File: src/design/blcd_pkg.sv
// Shared constants, codes and types for the box lasso coordinate descent core.
// Used by the top level, blcd_mul and blcd_div; depends on nothing.
package blcd_pkg;

  localparam int DIM       = 32;
  localparam int FRAC_BITS = 16;

  localparam int IW     = (DIM > 1) ? $clog2(DIM) : 1;
  localparam int CW     = $clog2(DIM + 1);
  localparam int QDEPTH = DIM * DIM;
  localparam int QAW    = (QDEPTH > 1) ? $clog2(QDEPTH) : 1;
  localparam int DCW    = $clog2(FRAC_BITS + 1);
  localparam int MUL_W  = 33;

  localparam logic [31:0] ONE_FX = 32'(64'd1 << FRAC_BITS);
  localparam logic signed [63:0] OBJ_MAX = (64'sd1 <<< 47) - 64'sd1;
  localparam logic signed [63:0] OBJ_MIN = -(64'sd1 <<< 47);

  typedef enum logic [1:0] {
    OP_LOAD_Q = 2'd0,
    OP_LOAD_B = 2'd1,
    OP_LOAD_W = 2'd2,
    OP_RUN    = 2'd3
  } op_t;

  typedef enum logic [1:0] {
    CFG_PENALTY   = 2'd0,
    CFG_MAX_SWEEP = 2'd1,
    CFG_THRESHOLD = 2'd2,
    CFG_DIM       = 2'd3
  } cfg_t;

  typedef enum logic [4:0] {
    ST_IDLE,
    ST_CHK_RD,
    ST_CHK_WAIT,
    ST_DOT_RD,
    ST_DOT_MUL,
    ST_DOT_ACC,
    ST_UPD_RES,
    ST_UPD_CMP,
    ST_UPD_DIV,
    ST_OBJ_INIT,
    ST_OBJ_RD,
    ST_OBJ_MUL,
    ST_OBJ_ACC,
    ST_OBJ_WB_RD,
    ST_OBJ_WB_CAP,
    ST_OBJ_LIN,
    ST_OBJ_QHI,
    ST_OBJ_QSUM,
    ST_PEN_LO,
    ST_PEN_HI,
    ST_PEN_SUM,
    ST_CONV,
    ST_EMIT_RD,
    ST_EMIT_OUT
  } state_t;

  // Floor shift of a full 64-bit product back to fixed point.
  function automatic logic signed [63:0] fx_shift(input logic [63:0] p);
    fx_shift = $signed(p) >>> FRAC_BITS;
  endfunction

endpackage

File: src/design/blcd_mul.sv
// Shared signed multiplier with a registered product.
// Depends on blcd_pkg for the operand width.
module blcd_mul
  import blcd_pkg::*;
(
  input  logic                      clk,
  input  logic signed [MUL_W-1:0]   a,
  input  logic signed [MUL_W-1:0]   b,
  output logic signed [2*MUL_W-1:0] p
);

  always_ff @(posedge clk) begin
    p <= a * b;
  end

endmodule

File: config.mk
export PLATFORM = sky130hd
export DESIGN_NAME = blcd_mul
export DESIGN_NICKNAME = d
export VERILOG_FILES = /design/src/design/blcd_pkg.sv /design/src/design/blcd_mul.sv
export SDC_FILE = /design/constraint.sdc
export NUM_CORES = 2
export LEC_CHECK = 0
export BUFFER_PORTS_ARGS = -buffer_cell sky130_fd_sc_hd__buf_2
export CAP_MARGIN = 5
export CORE_MARGIN = 4
export CORE_UTILIZATION = 40
export CTS_CLUSTER_DIAMETER = 50
export CTS_CLUSTER_SIZE = 24
export DETAILED_ROUTE_END_ITERATION = 6
export PLACE_DENSITY = 0.66
export SLEW_MARGIN = 10
export SYNTH_ARGS = -nofsm -noshare
export SYNTH_HDL_FRONTEND = slang
export SYNTH_SLANG_ARGS = --single-unit
File: constraint.sdc
create_clock -name clk -period 9.4 [get_ports clk]
set_clock_uncertainty 0.2 [all_clocks]
set_input_delay 1.41 -clock clk [delete_from_list [all_inputs] [get_ports clk]]
set_output_delay 1.41 -clock clk [all_outputs]
set_load 0.05 [all_outputs]
# ---- After elaboration in Yosys (flattened, before gate mapping)
# Index checks and enable logic that the tools add are counted.
# W data, S select, Z words.
dict set report op_classes {
  n_mul 1
}
# op count
set ops {}
lappend ops {{$mul A33 B33 Y66} 1}
dict set report totals {
  regBits 66
  out_inout_bits 66
}

# ---- Longest topological paths before layout
dict set report logic_depth {
  word_depth 1
  ltp_mapped 27
  ltp_nobuf 26
}

# ---- Worst setup path after synthesis
# No wires, ideal clock.
dict set report synth_path {
  kind {in2reg}
  from {input a[32]}
  to {register p[62]}
  setup_ps 79
  t_arrival_ps 8567
  t_required_ps 9121
  slack_ps 554
  cell_stages 23
  cell_sequence {clkbuf_1 > nand2_1 > inv_1 > fa_1 > fa_1 > fa_1 > fa_1 > fa_1 > fa_1 > fa_1 > inv_1 > fa_1 > inv_1 > ha_1 > clkbuf_1 > and3_1 > nand3_1 > nand2b_1 > a2111oi_4 > a211oi_4 > a21o_2 > a21o_1 > a211oi_2}
}
dict set report synth_via {
  elab_chain_len 1
}
# element line
set synth_lines {}
lappend synth_lines {{start, declared} blcd_mul.sv:7} ;# input logic signed [MUL_W-1:0] a,
lappend synth_lines {{$mul A33 B33 Y66} blcd_mul.sv:13} ;# p <= a * b;
lappend synth_lines {{end signal, assigned} blcd_mul.sv:13}
lappend synth_lines {{end, declared} blcd_mul.sv:9} ;# output logic signed [2*MUL_W-1:0] p
# No other way between the ends.

# ---- Worst setup path in the final report
dict set report layout_path {
  from {input b[19]}
  to {register p[58]}
}
dict set report layout_via {
  elab_chain_len 1
}
# element line
set layout_lines {}
lappend layout_lines {{start, declared} blcd_mul.sv:8} ;# input logic signed [MUL_W-1:0] b,
lappend layout_lines {{$mul A33 B33 Y66} blcd_mul.sv:13}
# No other way between the ends.

==> results.yml <==
timing:
  fmax_mhz: 111
  slew_violations: 0
  setup_viol: 0
  setup_tns_ns: 0
  report.final.hold_viol_count: 0
  fin_crit_ns: 8.98
  maxSlewHeadroom: 0.319
  rsz0062_at_grt: "no"
  fin_crit_sh: 0.955
  tightestPinTransition_ns: 1.02
synthesis:
  ys_top_cells_by_count: "1145 x fa_1, 1131 x inv_1, 562 x and2_1"
  syn-num-nets: 5767
  ys.warnings.count: 0
  synthTopCellsByArea: "fa_1 56%, inv_1 10%, and2_1 8.6%"
  synth_edf_count: 0
  yosysMostFrequentCell: "fa_1"
  postSynthAreaPerCell_um2: 9.39
  synth_top_area_cell: "fa_1"
  synth-main-ff-cell: "dfxtp_1"
  ys_seq_area_frac: 0.0324
  ys_ff_latch: 66
  yosysTopAreaCellShare: 0.563
  ys_types: 80
  synth-async-reset-ratio: 0
  synth_area_mm2: 0.0407
  syn_inst: 4338
grt:
  grt_max_degree: 34
  grt_pass1_vias: 31500
  overflow: 0
  grt_first_pass_wirelength_um: 173000
  antenna_found_initial: 9
  groute.usage.overall: 0.207
floorplan:
  ios: 133
  die-height_um: 327
  start_util: 0.405
  fp-row-count: 116
  core_area_mm2: 0.101
  die-width_um: 327
  die-area_mm2: 0.107
setup_path:
  critical_path.max_fanout: 33
  cp_slowest_cell: "a22oi_1"
  crit_arrival_ns: 9.08
  cp-startpoint: "b[19]"
  cp-start-kind: "input pin"
  cp_slowest_stage_delay_ns: 0.67
  cp_cell_sequence: "buf_2, nand2_1, fa_1, fa_1, inv_1, fa_1, fa_1, fa_1, fa_1, fa_1, inv_1, fa_1, inv_1, ha_1, a21oi_1, o21ai_0, a22oi_1, nor2_1, a211oi_4, buf_12, a21oi_2, nor4b_2, a311oi_1"
  critical-path-top-delay-family: "adder cells"
  end_kind: "flip-flop"
  crit_top_cell: "fa_1"
  path_class: "input pin to flip-flop"
  critPathRequiredTime_ns: 9.50
  path_buf_inv: 5
final_layout:
  syn_to_final_growth_pct: 7.71
  regMostFlops: "p"
  largestRegisters: "p: 66 flops"
  largest_reg_flops: 66
  num-nets-final: 5837
  drive_gt1_frac: 0.0752
clocking:
  cts.sink_count: 66
  post_cts.resized_instances: 0
  cts_max_level: 3
  postCtsHoldBufs: 0
  cts_buffers: 9
  cts.clk_slew.worst_paths_ns: 0.08
  cts_buffer_depth: 2
  cts_tree: "yes"
  postCtsSetupRepairBufs: 0
  root_buffer: "clkbuf_16"
placement:
  port_buffers: 132
  dp_hpwl_um: 92000
  gp_congestion: 0.899
drt:
  dr.first_iter.drc_count: 1731
  drt-wirelength-per-cell_um: 18.2
  dr.pass1.iters: 5
  vias_per_cell: 4.94
  vias: 28500
  drtAntennaViolNets: 0
  remaining_drc_errors: 0
  wl_um: 105000
hold_path:
  hold_path.class: "input pin to flip-flop"
  hold_start: "b[0]"
flow_run:
  maxCapViolations: 0
run_status:
  status: "finished clean"
## tightest hold or removal path, delay by kind of cell
family | cells | cell delay (ns)
and+or+nand+nor | 1 | 0.18
buffers and inverters | 2 | 0.41
## metrics by stage
stage	hold slack, ns	instances	setup WS, ns	instance area [um2]	utilization
6_report	1.47	5775	0.424	43900	0.436
5_1_grt	1.47	5771	0.131	43900	0.436
4_1_cts	1.41	5770	0.565	43900	0.436
3_5_place_dp	1.68	5754	0.0999	43500	0.433
3_3_place_gp	1.68	5754	0.110	43500	0.433
2_1_floorplan	1.34	4338	0.554	40700	-
## path summary, 6_finish.rpt
kind,slack [ns],depth (start not counted),to
max,0.42,23,p[58]
min,1.47,3,p[0]
## metal layers
layer  wire [um]  up-vias  global-route usage
li1            -    12500                   -
met1       42300    15000               0.267
met2       52500      858               0.353
met3        6460      189              0.0382
met5           0        -                   0
met4        3960        0              0.0725
## cells by family (layout without fill, tap and decap cells)
| kind of cell | after synthesis | count (layout) | synth area share |
|---|---|---|---|
| compound gates | 219 | 219 | 0.0407 |
| xor+xnor | 68 | 68 | 0.0146 |
| fa+ha+maj | 1362 | 1362 | 0.629 |
| buf+inv | 1352 | 1427 | 0.125 |
| flops | 66 | 66 | 0.0324 |
| other cells | 0 | 5 | 0 |
| simple gates | 1271 | 1271 | 0.158 |
## layout make-up
cell class | instances | area (um2)
inverter | 1131 | 4250
antenna | 5 | 12.5
multi-input combinational | 2920 | 34300
sequential | 66 | 1320
timing repair buffer | 280 | 1960
fill | 9743 | 56700
clock buffer | 10 | 229
clock inverter | 6 | 91.3
tap | 1357 | 1700
## cell usage in the layout (no fill, tap or decap), types with 8 or more instances in the layout
cell / netlist / layout
fa_1: 1145 / 1145
inv_1: 1131 / 1131
and2_1: 562 / 562
nand2_1: 551 / 551
ha_1: 217 / 217
buf_4: 0 / 133
buf_2: 11 / 132
nor2_1: 68 / 68
dfxtp_1: 66 / 66
a21oi_1: 57 / 57
xnor2_1: 43 / 43
a21o_1: 36 / 36
o21ai_0: 25 / 25
nand3_1: 25 / 25
xor2_1: 25 / 25
buf_12: 0 / 15
nand2b_1: 12 / 12
o21bai_1: 11 / 11
nand4_1: 11 / 11
clkbuf_16: 0 / 9
a31oi_1: 8 / 8
Power is not shown: default switching activity piles up to over one toggle a cycle in this logic, so the estimate is an artifact.
