## config.mk

```make
export PLATFORM = sky130hd
export DESIGN_NAME = blcd_div
export DESIGN_NICKNAME = d
export VERILOG_FILES = /design/src/design/blcd_pkg.sv /design/src/design/blcd_div.sv
export SDC_FILE = /design/constraint.sdc
export NUM_CORES = 1
export LEC_CHECK = 0
export ABC_CLOCK_PERIOD_IN_PS = 5000
export BUFFER_PORTS_ARGS = -buffer_cell sky130_fd_sc_hd__buf_2
export CAP_MARGIN = 20
export CORE_UTILIZATION = 29
export DETAILED_ROUTE_END_ITERATION = 8
export PLACE_DENSITY = 0.57
export RECOVER_POWER = 25
export SYNTH_ARGS = -nofsm -noshare
export SYNTH_HDL_FRONTEND = slang
export SYNTH_SLANG_ARGS = --single-unit
```

## constraint.sdc

```tcl
create_clock -name clk -period 5 [get_ports clk]
set_clock_uncertainty 0.2 [all_clocks]
set_input_delay 0.75 -clock clk [delete_from_list [all_inputs] [get_ports clk]]
set_output_delay 0.75 -clock clk [all_outputs]
set_load 0.01 [all_outputs]
```

## src/design/blcd_pkg.sv

```systemverilog
// Shared constants, codes and types for the box lasso coordinate descent core.
// Used by the top level, blcd_mul and blcd_div; depends on nothing.
package blcd_pkg;

  localparam int DIM       = 32;
  localparam int FRAC_BITS = 16;

  localparam int IW     = (DIM > 1) ? $clog2(DIM) : 1;
  localparam int CW     = $clog2(DIM + 1);
  localparam int QDEPTH = DIM * DIM;
  localparam int QAW    = (QDEPTH > 1) ? $clog2(QDEPTH) : 1;
  localparam int DCW    = $clog2(FRAC_BITS + 1);
  localparam int MUL_W  = 33;

  localparam logic [31:0] ONE_FX = 32'(64'd1 << FRAC_BITS);
  localparam logic signed [63:0] OBJ_MAX = (64'sd1 <<< 47) - 64'sd1;
  localparam logic signed [63:0] OBJ_MIN = -(64'sd1 <<< 47);

  typedef enum logic [1:0] {
    OP_LOAD_Q = 2'd0,
    OP_LOAD_B = 2'd1,
    OP_LOAD_W = 2'd2,
    OP_RUN    = 2'd3
  } op_t;

  typedef enum logic [1:0] {
    CFG_PENALTY   = 2'd0,
    CFG_MAX_SWEEP = 2'd1,
    CFG_THRESHOLD = 2'd2,
    CFG_DIM       = 2'd3
  } cfg_t;

  typedef enum logic [4:0] {
    ST_IDLE,
    ST_CHK_RD,
    ST_CHK_WAIT,
    ST_DOT_RD,
    ST_DOT_MUL,
    ST_DOT_ACC,
    ST_UPD_RES,
    ST_UPD_CMP,
    ST_UPD_DIV,
    ST_OBJ_INIT,
    ST_OBJ_RD,
    ST_OBJ_MUL,
    ST_OBJ_ACC,
    ST_OBJ_WB_RD,
    ST_OBJ_WB_CAP,
    ST_OBJ_LIN,
    ST_OBJ_QHI,
    ST_OBJ_QSUM,
    ST_PEN_LO,
    ST_PEN_HI,
    ST_PEN_SUM,
    ST_CONV,
    ST_EMIT_RD,
    ST_EMIT_OUT
  } state_t;

  // Floor shift of a full 64-bit product back to fixed point.
  function automatic logic signed [63:0] fx_shift(input logic [63:0] p);
    fx_shift = $signed(p) >>> FRAC_BITS;
  endfunction

endpackage

```

## src/design/blcd_div.sv

```systemverilog
// Restoring divider for the weight magnitude, one quotient bit per cycle.
// Dividend is below the divisor, so FRAC_BITS steps give the whole quotient.
// Depends on blcd_pkg.
module blcd_div
  import blcd_pkg::*;
(
  input  logic                 clk,
  input  logic                 rst,
  input  logic                 start,
  input  logic [31:0]          dividend,
  input  logic [31:0]          divisor,
  output logic [FRAC_BITS-1:0] quotient,
  output logic                 done
);

  logic [31:0]    rem;
  logic [31:0]    dvs;
  logic [DCW-1:0] cnt;
  logic           active;
  logic [32:0]    shifted;
  logic           take;

  assign shifted = {rem, 1'b0};
  assign take    = shifted >= {1'b0, dvs};

  always_ff @(posedge clk) begin
    if (rst) begin
      active <= 1'b0;
      done   <= 1'b0;
      cnt    <= '0;
    end else begin
      done <= 1'b0;
      if (start) begin
        active <= 1'b1;
        cnt    <= DCW'(FRAC_BITS);
      end else if (active) begin
        cnt <= cnt - 1'b1;
        if (cnt == DCW'(1)) begin
          active <= 1'b0;
          done   <= 1'b1;
        end
      end
    end
  end

  always_ff @(posedge clk) begin
    if (start) begin
      rem      <= dividend;
      dvs      <= divisor;
      quotient <= '0;
    end else if (active) begin
      rem      <= take ? 32'(shifted - {1'b0, dvs}) : shifted[31:0];
      quotient <= {quotient[FRAC_BITS-2:0], take};
    end
  end

endmodule
```

[After elaboration in Yosys (flattened, before gate mapping)]
Cells that the tools add are included.
Word-level totals
  flip-flop bits (word level): 87
  input bits: 67
  output and inout port bits: 17
Operators by class
  add/subtract/negate cells: 2
  $lt $le $gt $ge: 1
  equal/unequal tests: 1
  muxes and demuxes: 9
  bitwise operators: 1
  reductions and logical operators: 3
Operators with widths (number)
  two-way mux 32 bit: 3
  greater-or-equal comparator 33 x 32 -> 1 bit: 1
  subtractor 32 bit: 1
  two-way mux 5 bit: 2
  == test 5 x 1 -> 1 bit (second input constant): 1
  subtractor 5 x 1 -> 5 bit (second input constant): 1
  two-way mux 1 bit: 4
  OR reduction 3 bit: 1
  nonzero test 2 bit: 1
  OR reduction 2 bit: 1
  inverter 1 bit: 1

[Depth between registers and ports, before layout]
  word-level depth: 4
  gate-level depth with buffers: 12

[Worst setup path before layout]
Ideal clock, no wire load.
  path kind: flip-flop to flip-flop
  start: reg rem[17]
  end: reg rem[10] (data pin)
  setup time: 0.260 ns
  data arrival time: 2.627 ns
  setup slack: 1.913 ns
  cell stages (with the launch flop): 12
  buffers on the path: 2
  clock period less this slack: 3.087 ns
  path through: edfxtp_1 -> ha_1 -> buf_2 -> nand4_1 -> or3_1 -> nor3b_1 -> and4b_1 -> nand3_2 -> and2_4 -> buf_6 -> mux2_4 -> mux2_2
On the way
  cells in the longest elaborated chain, start to end: 4
Ends and longest elaborated chain
  start, declared: line blcd_div.sv:16  | logic [31:0] rem;
  start signal, assigned: line blcd_div.sv:48  | rem <= dividend;
  start signal, assigned: line blcd_div.sv:52  | rem <= take ? 32'(shifted - {1'b0, dvs}) : shifted[31:0];
  greater-or-equal comparator 33 x 32 -> 1 bit: line blcd_div.sv:24  | assign take = shifted >= {1'b0, dvs};
  two-way mux 32 bit: line blcd_div.sv:52
  two-way mux 32 bit: line blcd_div.sv:51  | end else if (active) begin
  two-way mux 32 bit: line blcd_div.sv:47  | if (start) begin
Every way passes these cells. The select of a mux whose other input is x is not followed.
A chain may end at the register's enable or synchronous reset.

[Worst setup path in the final report]
  start: in start
  end: reg rem[17] (data pin)
On the way
  cells in the longest elaborated chain, start to end: 1
Ends and longest elaborated chain
  start, declared: line blcd_div.sv:9  | input logic start,
  two-way mux 32 bit: line blcd_div.sv:47
Every way passes these cells.

==> qor.log <==
[setup_path] element type at the critical path start input pin
[detailed_routing] DRC violations left 0
[power_and_ir_drop] maximum vdd drop 328.0 uV
[die] boundary pin count 84
[setup_path] peak fanout along the critical path 60
[detailed_routing] average vias per placed instance 4.800
[cells_and_area] signed area change from the synthesized netlist to the final layout 16.59%
[clock_tree] maximum buffer depth of the clock tree 2
[timing] portion of the clock cycle consumed by the worst path in the final layout 0.7661
[min_path] hold_sp cnt[1]
[cells_and_area] final non-filler cell total 888
[die] starting density of the core 0.2987
[flow_run] Max Cap Viol 1
[detailed_routing] first-iteration detailed-routing DRC count 282
[synthesis] Post-synth ARST share 0
[power_and_ir_drop] areal power density over the cells 617.3 nW/um2
[clock_tree] post-cts gate resize count 0
[synthesis] top area cells in the synthesized netlist sky130_fd_sc_hd__edfxtp_1, sky130_fd_sc_hd__dfxtp_1, sky130_fd_sc_hd__ha_1
[timing] Final Slew Violations 54
[status] violations in the final reports max-capacitance violations, max-slew violations
[clock_tree] CTS Buf Count 9
[synthesis] Avg Synthesized Cell Area 10.21 um2
[cells_and_area] number of nets in the layout 724
[timing] number of failing hold endpoints at the final stage 0
[grt] met2 usage 0.2163
[die] area of the die 19960 um2
[synthesis] flip-flop cell with the highest count after synthesis sky130_fd_sc_hd__edfxtp_1
[place] final estimated routing congestion in global placement 0.8815
[detailed_routing] number of optimization iterations in the first detailed-route pass 4
[synthesis] fraction of post-synthesis cell area in the top cell type by area 0.3416
[power_and_ir_drop] leakage component of the power 2.795 nW
[cells_and_area] fin util 0.3483
[setup_path] WP data required 4900 ps
[synthesis] leading cell types by count after synthesis sky130_fd_sc_hd__edfxtp_1, sky130_fd_sc_hd__nor2_1, sky130_fd_sc_hd__inv_1, sky130_fd_sc_hd__nand2_1, sky130_fd_sc_hd__a21oi_1
[setup_path] endpoint kind of the worst setup timing path flop
[clock_tree] register clock-pin slew on the reported worst setup and hold paths 70 ps
[clock_tree] H-tree lvl count 3
[synthesis] register bit total from synthesis 87
[synthesis] Netlist cell types 66
[synthesis] fraction of the yosys area taken by sequential cells 0.4235
[status] result of the run finished with violations
[die] floorplan row count 50
[synthesis] net count after synthesis 653
[grt] maximum number of pins on one net before global-route repair 61
[detailed_routing] count of antenna-violating nets left after detailed routing 0
[die] Chip Height 141.3 um
[synthesis] number of synthesized flops with an enable pin 64
[detailed_routing] via count 4262
[timing] final critical-path required period 3830 ps
[grt] GRT Residual Overflow 0
[place] number of instances in the placed design 871
[setup_path] slowest cell on the critical path sky130_fd_sc_hd__clkbuf_1
[synthesis] instance count of the mapped netlist 551
[synthesis] Synth Warn # 0
[place] cell area after placement 6260 um2
[timing] slew of the pin with the lowest slew margin 2437 ps
[grt] global-route total usage across every layer 0.1395
[clock_tree] buffer cell driving the clock tree root sky130_fd_sc_hd__clkbuf_16
[setup_path] Setup CP Type input pin to flop
[grt] routing usage on met3 0.02565
[min_path] Worst Hold Class flop to flop
[clock_tree] count of clock tree sinks 87
[timing] number of setup violations in the final report 0
[clock_tree] post-CTS setup-driven buffer insertion count 0
[timing] Max Clock Freq 261.1 MHz
[grt] busiest layer in global routing met2
[die] DIE WIDTH 141.3 um
[grt] met1 GRT Util 0.1917
[timing] tightest slew margin relative to the limit -0.6248
[grt] number of global-route vias before repair 4213
[place] IO buf count 83
[clock_tree] clock latency reported for the late side of the worst-skew pair 360 ps
[detailed_routing] routed wirelength normalized by instance count 15.06 um
[place] estimated wirelength of the detail-placed design 9.712 mm
[synthesis] dominant cell type by area after synthesis sky130_fd_sc_hd__edfxtp_1
[grt] wire length of the first global-routing pass 21.59 mm
[clock_tree] TritonCTS clock tree done
[setup_path] FF-to-FF Start rem[17]
[setup_path] peak per-stage delay on the critical path 1690 ps
[cells_and_area] fraction of layout instances using a drive strength above 1 0.2265
[synthesis] most frequent cell after synthesis sky130_fd_sc_hd__edfxtp_1
[clock_tree] number of buffers added to fix hold violations after cts 0
[setup_path] launch point of the worst path start
[timing] worst hold slack 302.3 ps
[synthesis] cell area after technology mapping 5625 um2
[setup_path] cell-by-cell listing of the critical path clkbuf_1, buf_4, nor3b_1, a221o_1
[setup_path] arrival time at the worst endpoint 3730 ps
[detailed_routing] Routed Wire Length 13.37 mm
[die] core area 18830 um2
[timing] unrepaired setup endpoints after global routing false
[cells_and_area] final instance area 6559 um2
[grt] initial antenna violation count 1
[timing] final-layout setup total negative slack 0 ps
[final cells by class]
class / instances / area, um2
inverter: 43 / 161.4
clock buffer: 9 / 225.2
timing repair buffer: 85 / 427.9
multi-input combinational: 396 / 2958
tap: 260 / 325.3
clock inverter: 7 / 76.32
sequential: 87 / 2382
antenna: 1 / 2.502
fill: 1899 / 12270
[registers in the layout, indices dropped and copies added (netlist names)]
register	flops
done	1
cnt	5
active	1
dvs	32
rem	32
quotient	16
[cell families (layout without fill, tap and decap cells)]
kind of cell	after synthesis	in the layout	share of synthesized area
buffers and inverters	68	144	0.05071
other	0	1	0
adders and majority gates	35	35	0.07918
xor gates and xnor gates	30	30	0.04671
DFF	87	87	0.4235
AOI/OAI and AO/OA	124	124	0.1539
muxes	52	52	0.1097
and+or+nand+nor	155	155	0.1363
[layer usage]
| layer | share of wire | wire, um |
|---|---|---|
| met1 | 0.49 | 6589 |
| met2 | 0.43 | 5793 |
| met3 | 0.058 | 770 |
| met4 | 0.016 | 217 |
| met5 | 0 | 0 |
[placed cells by master, fill, tap and decap left out, types with 3 or more instances in the layout]
| master | n |
|---|---|
| sky130_fd_sc_hd__a211oi_1 | 5 |
| sky130_fd_sc_hd__a21o_1 | 13 |
| sky130_fd_sc_hd__a21oi_1 | 35 |
| sky130_fd_sc_hd__a221o_1 | 6 |
| sky130_fd_sc_hd__a41oi_1 | 3 |
| sky130_fd_sc_hd__and3_1 | 4 |
| sky130_fd_sc_hd__buf_2 | 81 |
| sky130_fd_sc_hd__clkbuf_16 | 9 |
| sky130_fd_sc_hd__clkinv_4 | 3 |
| sky130_fd_sc_hd__dfxtp_1 | 23 |
| sky130_fd_sc_hd__edfxtp_1 | 64 |
| sky130_fd_sc_hd__ha_1 | 34 |
| sky130_fd_sc_hd__inv_1 | 43 |
| sky130_fd_sc_hd__inv_8 | 3 |
| sky130_fd_sc_hd__mux2_2 | 17 |
| sky130_fd_sc_hd__mux2_4 | 15 |
| sky130_fd_sc_hd__mux2i_1 | 20 |
| sky130_fd_sc_hd__nand2_1 | 40 |
| sky130_fd_sc_hd__nand2b_1 | 3 |
| sky130_fd_sc_hd__nand3_1 | 10 |
| sky130_fd_sc_hd__nand4_1 | 5 |
| sky130_fd_sc_hd__nor2_1 | 47 |
| sky130_fd_sc_hd__nor2b_1 | 6 |
| sky130_fd_sc_hd__nor3_1 | 10 |
| sky130_fd_sc_hd__nor3b_1 | 9 |
| sky130_fd_sc_hd__nor4_1 | 4 |
| sky130_fd_sc_hd__nor4b_1 | 4 |
| sky130_fd_sc_hd__o21a_1 | 3 |
| sky130_fd_sc_hd__o21ai_0 | 24 |
| sky130_fd_sc_hd__o21bai_1 | 4 |
| sky130_fd_sc_hd__or2_2 | 3 |
| sky130_fd_sc_hd__xnor2_1 | 18 |
| sky130_fd_sc_hd__xor2_1 | 12 |
[worst max-delay path: cells and delay by family]
kind	cells	cell delay, ps
compound gates	1	330
buf+inv	2	2500
simple gates	1	100
[worst paths after layout]
check             slack (ps)  cells after the start       to
hold / removal           300                      2   cnt[1]
hold reg to reg          300                      2   cnt[1]
setup / recovery        1170                      4  rem[17]
setup reg to reg        1440                      9   rem[9]
[through the flow]
stage	total power [W]	setup WS [ps]
finish	0.004048	1170
global route	0.004361	797.4
CTS	0.004067	1445
detailed placement	0.003359	1465
global placement	0.003341	1502
floorplan	0.002937	1913
[where the power goes]
group          switching [W]  internal [W]
Sequential         0.0000840      0.000993
Combinational        0.00122       0.00107
Clock               0.000333      0.000355
Total                0.00164       0.00241
No activity file was read; power rests on OpenSTA's default activity.
